===== src/rtl/core/adsr_pkg.sv =====
// Shared types and constants for the ADSR envelope generator core.
// Holds the transaction payload structs, phase codes and the rate period table.
// No dependencies.
package adsr_pkg;

    // Phase codes carried in the result and kept in the envelope state.
    localparam logic [1:0] PH_ATTACK  = 2'd0;
    localparam logic [1:0] PH_DECAY   = 2'd1;
    localparam logic [1:0] PH_RELEASE = 2'd2;

    localparam int         PERIOD_BITS = 15;
    localparam logic [7:0] LEVEL_MAX   = 8'hFF;

    // Level breakpoints where the exponential prescaler period lengthens.
    localparam logic [7:0] BREAK_P2  = 8'd93;
    localparam logic [7:0] BREAK_P4  = 8'd54;
    localparam logic [7:0] BREAK_P8  = 8'd26;
    localparam logic [7:0] BREAK_P16 = 8'd14;
    localparam logic [7:0] BREAK_P30 = 8'd6;

    // Input transaction: one clock tick of the voice control.
    typedef struct packed {
        logic       gate;
        logic [3:0] attack_rate;
        logic [3:0] decay_rate;
        logic [3:0] sustain_level;
        logic [3:0] release_rate;
    } item_t;

    // Result transaction: envelope level and phase after the tick.
    typedef struct packed {
        logic [7:0] level;
        logic [1:0] phase;
    } result_t;

    // Envelope state other than the rate counter.
    typedef struct packed {
        logic [7:0] level;
        logic [4:0] prescale_count;
        logic [4:0] prescale_period;
        logic [1:0] phase;
        logic       last_gate;
    } env_state_t;

    // Rate counter period for each rate nibble.
    function automatic logic [PERIOD_BITS-1:0] period_lookup(input logic [3:0] idx);
        logic [PERIOD_BITS-1:0] p;
        begin
            case (idx)
                4'd0:    p = 15'd9;
                4'd1:    p = 15'd32;
                4'd2:    p = 15'd63;
                4'd3:    p = 15'd95;
                4'd4:    p = 15'd149;
                4'd5:    p = 15'd220;
                4'd6:    p = 15'd267;
                4'd7:    p = 15'd313;
                4'd8:    p = 15'd392;
                4'd9:    p = 15'd977;
                4'd10:   p = 15'd1954;
                4'd11:   p = 15'd3137;
                4'd12:   p = 15'd3922;
                4'd13:   p = 15'd11765;
                4'd14:   p = 15'd19531;
                default: p = 15'd31250;
            endcase
            return p;
        end
    endfunction

endpackage


===== src/rtl/core/adsr_step.sv =====
// Next-state logic of the envelope for one tick.
// Depends on adsr_pkg for the state struct, phase codes and period table.
module adsr_step #(
    parameter int RATE_COUNTER_BITS = 15
) (
    input  adsr_pkg::item_t              item,
    input  adsr_pkg::env_state_t         state,
    input  logic [RATE_COUNTER_BITS-1:0] rate_count,
    output adsr_pkg::env_state_t         state_next,
    output logic [RATE_COUNTER_BITS-1:0] rate_count_next
);
    import adsr_pkg::*;

    logic [1:0]                   phase_eff;
    logic [3:0]                   rate_idx;
    logic [RATE_COUNTER_BITS-1:0] count_inc;
    logic [RATE_COUNTER_BITS-1:0] period;
    logic                         fire;
    logic [4:0]                   pcount_inc;
    logic [7:0]                   target;
    logic [7:0]                   level_dec;

    // Gate edges pick the phase before the tick is clocked.
    always_comb
    begin
        if (item.gate && !state.last_gate)
            phase_eff = PH_ATTACK;
        else if (!item.gate && state.last_gate)
            phase_eff = PH_RELEASE;
        else
            phase_eff = state.phase;
    end

    // The free-running rate counter fires only on exact match with the period.
    always_comb
    begin
        case (phase_eff)
            PH_ATTACK: rate_idx = item.attack_rate;
            PH_DECAY:  rate_idx = item.decay_rate;
            default:   rate_idx = item.release_rate;
        endcase
        period    = RATE_COUNTER_BITS'(period_lookup(rate_idx));
        count_inc = rate_count + 1'b1;
        fire      = (count_inc == period);
    end

    // Level and prescaler update.
    always_comb
    begin
        pcount_inc = state.prescale_count + 5'd1;
        target     = (phase_eff == PH_DECAY) ? {item.sustain_level, item.sustain_level}
                                             : 8'd0;
        level_dec  = state.level - 8'd1;

        state_next           = state;
        state_next.phase     = phase_eff;
        state_next.last_gate = item.gate;
        rate_count_next      = count_inc;

        if (fire)
        begin
            rate_count_next = '0;
            if (phase_eff == PH_ATTACK)
            begin
                if (state.level != LEVEL_MAX)
                    state_next.level = state.level + 8'd1;
                if (state.level >= LEVEL_MAX - 8'd1)
                begin
                    state_next.phase           = PH_DECAY;
                    state_next.prescale_count  = 5'd0;
                    state_next.prescale_period = 5'd1;
                end
            end
            else if (pcount_inc != state.prescale_period)
            begin
                state_next.prescale_count = pcount_inc;
            end
            else
            begin
                state_next.prescale_count = 5'd0;
                if (state.level != target && state.level != 8'd0)
                begin
                    state_next.level = level_dec;
                    case (level_dec)
                        BREAK_P2:  state_next.prescale_period = 5'd2;
                        BREAK_P4:  state_next.prescale_period = 5'd4;
                        BREAK_P8:  state_next.prescale_period = 5'd8;
                        BREAK_P16: state_next.prescale_period = 5'd16;
                        BREAK_P30: state_next.prescale_period = 5'd30;
                        default:   state_next.prescale_period = state.prescale_period;
                    endcase
                end
            end
        end
    end

endmodule


===== src/rtl/core/adsr_out_buf.sv =====
// Two-entry result buffer that decouples the result channel from the input side.
// Depends on adsr_pkg for the result struct.
module adsr_out_buf (
    input  logic              clk,
    input  logic              rst_n,
    input  logic              push,
    input  adsr_pkg::result_t push_data,
    output logic              space,
    output logic              result_valid,
    input  logic              result_ready,
    output adsr_pkg::result_t result
);
    import adsr_pkg::*;

    result_t    slot0_reg;
    result_t    slot1_reg;
    result_t    slot0_next;
    result_t    slot1_next;
    logic [1:0] count_reg;
    logic [1:0] count_next;
    logic       pop;

    assign result_valid = (count_reg != 2'd0);
    assign result       = slot0_reg;
    assign space        = (count_reg != 2'd2);
    assign pop          = result_valid && result_ready;

    // Head always sits in slot 0; a pop shifts slot 1 forward.
    always_comb
    begin
        slot0_next = slot0_reg;
        slot1_next = slot1_reg;
        count_next = count_reg;
        if (pop)
        begin
            slot0_next = slot1_reg;
            count_next = count_reg - 2'd1;
        end
        if (push)
        begin
            count_next = count_next + 2'd1;
            if (count_reg == 2'd0 || (count_reg == 2'd1 && pop))
                slot0_next = push_data;
            else
                slot1_next = push_data;
        end
    end

    always_ff @(posedge clk or negedge rst_n)
    begin
        if (!rst_n)
            count_reg <= 2'd0;
        else
            count_reg <= count_next;
    end

    always_ff @(posedge clk)
    begin
        slot0_reg <= slot0_next;
        slot1_reg <= slot1_next;
    end

endmodule


===== src/rtl/core/adsr_envelope_generator_core.sv =====
// One voice's ADSR envelope with exponential decay and release. Each accepted
// transaction is one clock tick of the envelope and yields exactly one result
// transaction holding the level and phase after that tick. The tick is
// evaluated combinationally from the registered envelope state, so a new
// transaction is taken every cycle; results wait in a two-entry buffer, and
// input is held off only while that buffer is full. Each result is registered
// in that buffer when its transaction is accepted.
// Depends on adsr_pkg, adsr_step and adsr_out_buf.
module adsr_envelope_generator_core #(
    parameter int RATE_COUNTER_BITS = 15
) (
    input  logic              clk,
    input  logic              rst_n,
    input  logic              item_valid,
    output logic              item_ready,
    input  adsr_pkg::item_t   item,
    output logic              result_valid,
    input  logic              result_ready,
    output adsr_pkg::result_t result
);
    import adsr_pkg::*;

    env_state_t                   state_reg;
    env_state_t                   state_next;
    logic [RATE_COUNTER_BITS-1:0] rate_count_reg;
    logic [RATE_COUNTER_BITS-1:0] rate_count_next;
    logic                         accept;
    result_t                      step_result;

    assign accept = item_valid && item_ready;

    // Tick evaluation.
    adsr_step #(
        .RATE_COUNTER_BITS(RATE_COUNTER_BITS)
    ) u_step (
        .item            (item),
        .state           (state_reg),
        .rate_count      (rate_count_reg),
        .state_next      (state_next),
        .rate_count_next (rate_count_next)
    );

    // Envelope state advances once per accepted transaction.
    always_ff @(posedge clk or negedge rst_n)
    begin
        if (!rst_n)
        begin
            state_reg.level           <= 8'd0;
            state_reg.prescale_count  <= 5'd0;
            state_reg.prescale_period <= 5'd1;
            state_reg.phase           <= PH_RELEASE;
            state_reg.last_gate       <= 1'b0;
            rate_count_reg            <= '0;
        end
        else if (accept)
        begin
            state_reg      <= state_next;
            rate_count_reg <= rate_count_next;
        end
    end

    assign step_result.level = state_next.level;
    assign step_result.phase = state_next.phase;

    // Result buffering.
    adsr_out_buf u_out_buf (
        .clk          (clk),
        .rst_n        (rst_n),
        .push         (accept),
        .push_data    (step_result),
        .space        (item_ready),
        .result_valid (result_valid),
        .result_ready (result_ready),
        .result       (result)
    );

endmodule


===== config.mk =====
export PLATFORM = sky130hd
export DESIGN_NAME = adsr_envelope_generator_core
export DESIGN_NICKNAME = d
export VERILOG_FILES = /design/src/rtl/core/adsr_pkg.sv /design/src/rtl/core/adsr_step.sv /design/src/rtl/core/adsr_out_buf.sv /design/src/rtl/core/adsr_envelope_generator_core.sv
export SDC_FILE = /design/constraint.sdc
export NUM_CORES = 1
export LEC_CHECK = 0
export ABC_AREA = 1
export BUFFER_PORTS_ARGS = -buffer_cell sky130_fd_sc_hd__buf_2
export CAP_MARGIN = 20
export CORE_ASPECT_RATIO = 1.75
export CORE_MARGIN = 2
export CORE_UTILIZATION = 55
export CTS_BUF_LIST = sky130_fd_sc_hd__clkbuf_16
export DETAILED_ROUTE_END_ITERATION = 6
export PLACE_DENSITY = 0.7
export SYNTH_ARGS = -nofsm -noshare
export SYNTH_HDL_FRONTEND = slang
export SYNTH_HIERARCHICAL = 1
export SYNTH_SLANG_ARGS = --single-unit

===== constraint.sdc =====
create_clock -name clk -period 4.5 [get_ports clk]
set_clock_uncertainty 0.2 [all_clocks]
set_input_delay 1.35 -clock clk [delete_from_list [all_inputs] [get_ports clk]]
set_output_delay 1.35 -clock clk [all_outputs]
set_load 0.02 [all_outputs]

==> impl_metrics.toml <==
[outcome]
outcome = "finished, final reports clean"

[detailed_routing]
ant_nets = 0
routed.top_layer = "met4"
route.met3.wl_um = 576
avgRoutedWirePerCell_um = 15.83
drt-met1-wl_mm = 6.084
first_iter_violations = 353
vias = 5707
dr.pass1.iters = 5
drc_errors = 0
avgViaCountPerCell = 5.650
drt-total-wl_mm = 15.99
wl_met2_mm = 8.646

[timing]
slew_viol_final = 0
fmax_ghz = 0.2450
slew_headroom = 0.3543
setup_viol = 0
finalCritPeriodShare = 0.9070
setup-tns-final_ps = 0
finalHoldViolCount = 0
worstMarginPinSlew_ps = 968.6
period_minus_slack_ps = 4082
rsz0062_at_grt = "no"
setup_ws_ps = 418.5

[logic_synthesis]
synthDistinctLibCells = 40
syn_area_um2 = 5394
synth_nets = 900
synth_top_flop_cell = "dfrtp_1"
synth-compound-area-share = 0.05335
async_flop_share = 0.6552
ys_seq_area_frac = 0.2695
synth_top_family_by_area = "simple AND/OR/NAND/NOR gates"
yosys.area.top_type = "nand2_1"
synth_top_area_share = 0.2206
postSynthCellCount = 861
synthTopCellsByArea = "nand2_1, dfrtp_1, nand3_1"
yosysWarnings = 6
avgSynthCellArea_um2 = 6.265
yosys.area_share.adder = 0.04175
synth-edff-count = 10
synth-simple-area-share = 0.4932
synth_xor_xnor_area_share = 0.03874
synth-seq-cells = 58
synth_mux_area_frac = 0

[critical_path]
critPathKind = "input port to flip-flop"
crit_path_top_delay_cell = "or2_1"
cp_num_cells = 23
cp.arrival_ps = 4150
rr_endpoint = "state_reg[20]$_DFFE_PN0P_"
reg2reg_from = "state_reg[2]$_DFFE_PN1P_"
end_kind = "flip-flop"
cpPeakStageDelay_ps = 270
critPathMostFrequentCell = "nand2_1"
cp_num_buf_inv = 5
required_ps = 4570
crit_start = "item[16]"
endpoint = "state_reg[20]$_DFFE_PN0P_"
path_cells = "buf_2 > inv_2 > nand2_2 > nand2_1 > nand2_2 > or2_1 > nand3_2 > inv_1 > ha_1 > inv_1 > nand4_1 > nand3_1 > nand2_1 > nand2_1 > nand2_1 > nor2_1 > nand2_1 > nor2_4 > buf_4 > nand3_1 > nand2_1 > nand3_1 > nand2_1"
cp_max_fo = 17
cp-start-kind = "input port"
worst_r2r_path_depth = 21
reg2reg_setup_slack_ps = 1110
cpLargestDelayFamily = "simple AND/OR/NAND/NOR gates"

[clocking]
clock_latency_ps = 330
clk_path_buf_depth = 2
numCtsBuffers = 9
hold_buffers = 0
ctsResizeCount = 0
cts_tree = "yes"
cts_setup_buffers = 0
clk_pin_slew_ps = 60
clock-sinks = 58
clockRootBuffer = "clkbuf_16"
cts.htree.levels = 3

[floorplanning]
fp.dieW_um = 78.86
pin_count = 33
core_area_um2 = 9527
rows = 47
die_area_um2 = 10650
start_util = 0.5662
die_h_um = 135.0

[placed_design]
dp_hpwl_mm = 11.79
dp_slack_ps = 126.5
gp_congestion = 0.9878
numPortBuffers = 32

[global_routing]
antenna_found_initial = 0
grtUsageTotal = 0.3154
grt_pass1_wl_mm = 26.43
grt_max_degree = 39
overflow = 0
grt_pass1_vias = 5563

[power]
power.leakage_nw = 3.229
switching_share = 0.4734
totalPowerFinal_mw = 3.183
pwr-share-seq = 0.232
p_sw_mw = 1.507
p_comb_frac = 0.530
clkPwrFrac = 0.238
internal_power_mw = 1.676
irDropWorstVdd_v = 0.0003288
p_per_area_nw_per_um2 = 539.6

[layout]
diodes = 0
layout-drive-gt1-share = 0.1070
largest_reg_flops = 21
num-nets-final = 922
synthToLayoutAreaGrowth_pct = 9.348

[hold_path]
hp-class = "flip-flop to flip-flop"

[run]
maxCapViolations = 0
Yosys cell counts (2+ instances only):
library cell	n
nand2_1	317
nand3_1	146
inv_1	78
nor2_1	67
dfrtp_1	36
o21ai_0	25
nand4_1	22
ha_1	18
xor2_1	18
buf_4	14
clkbuf_1	10
dfxtp_1	10
edfxtp_1	10
o21a_1	10
nand3b_1	9
buf_6	7
nand2_2	6
nor3_1	6
buf_2	5
inv_2	5
nand3_2	4
o31ai_1	4
xnor2_1	4
a21oi_1	3
nor2_2	3
nor2_4	3
o21ai_1	3
or2_2	3
a31oi_1	2
dfstp_2	2
or2_1	2
final cells by class:
cell class / count / area (um^2)
Tap cell: 122 / 152.6
Clock inverter: 7 / 100.1
Fill cell: 933 / 3628
Multi-Input combinational cell: 684 / 3382
Clock buffer: 9 / 225.2
Sequential cell: 58 / 1454
Timing Repair Buffer: 47 / 272.8
Inverter: 83 / 311.5
tightest hold or removal path, stage by stage (launching register included):
cell,delay (ps)
dfstp_2,370
nand2_1,50
nand2_1,40
metrics by stage:
stage	std cells	hold slack, ps	utilization	instance area (um^2)
floorplan	861	240.0	-	5394
global placement	994	257.0	0.5850	5573
detailed placement	994	254.2	0.5850	5573
CTS	1010	263.6	0.6191	5898
global route	1010	318.4	0.6191	5898
finish	1010	260.0	0.6191	5898
worst min-delay path by stage:
stage,start,to,cells after the start
5_1_grt,state_reg[2]$_DFFE_PN1P_,state_reg[2]$_DFFE_PN1P_,2
6_report,state_reg[2]$_DFFE_PN1P_,state_reg[2]$_DFFE_PN1P_,2
3_3_place_gp,state_reg[2]$_DFFE_PN1P_,state_reg[2]$_DFFE_PN1P_,2
3_5_place_dp,state_reg[2]$_DFFE_PN1P_,state_reg[2]$_DFFE_PN1P_,2
4_1_cts,state_reg[2]$_DFFE_PN1P_,state_reg[2]$_DFFE_PN1P_,2
2_1_floorplan,state_reg[15]$_DFFE_PN0P_,state_reg[15]$_DFFE_PN0P_,2
power groups by stage:
| stage | logic (mW) | clock network [mW] | registers [mW] |
|---|---|---|---|
| finish | 1.69 | 0.758 | 0.738 |
| detailed placement | 1.66 | 0 | 0.747 |
| global placement | 1.63 | 0 | 0.742 |
| floorplan | 1.24 | 0 | 0.782 |
| global route | 1.88 | 0.788 | 0.751 |
| CTS | 1.67 | 0.767 | 0.738 |
routing by layer:
layer  global-route usage  vias up
met5                    0        -
met2               0.5902      174
met1               0.3433     2673
met4               0.1657        0
li1                     -     2817
met3              0.03142       43
kinds of logic (layout without fill, tap and decap cells):
kind of cell    count (synthesis)  count (layout)
flops                          58              58
xor+xnor                       23              23
simple gates                  594             594
compound gates                 49              49
fa+ha+maj                      18              18
buf+inv                       119             146
layout by cell type (no fill, tap or decap), drive strengths merged:
cell    synthesis  layout
a21boi          1       1
xnor2           4       4
or2             5       5
o21a           10      10
dfstp           2       2
o21ai          28      28
inv            83      85
nand3b         10      10
bufinv          0       2
dfxtp          10      10
xor2           19      19
edfxtp         10      10
a21o            1       1
nand4          22      22
a21oi           3       3
clkbuf         10       9
dfrtp          36      36
nand2         325     325
ha             18      18
a31oi           2       2
o31ai           4       4
nor4            1       1
buf            26      47
nor3            7       7
nor2           73      73
nand3         151     151
clkinv          0       3
Note: power is estimated with default switching activity, not from simulation.
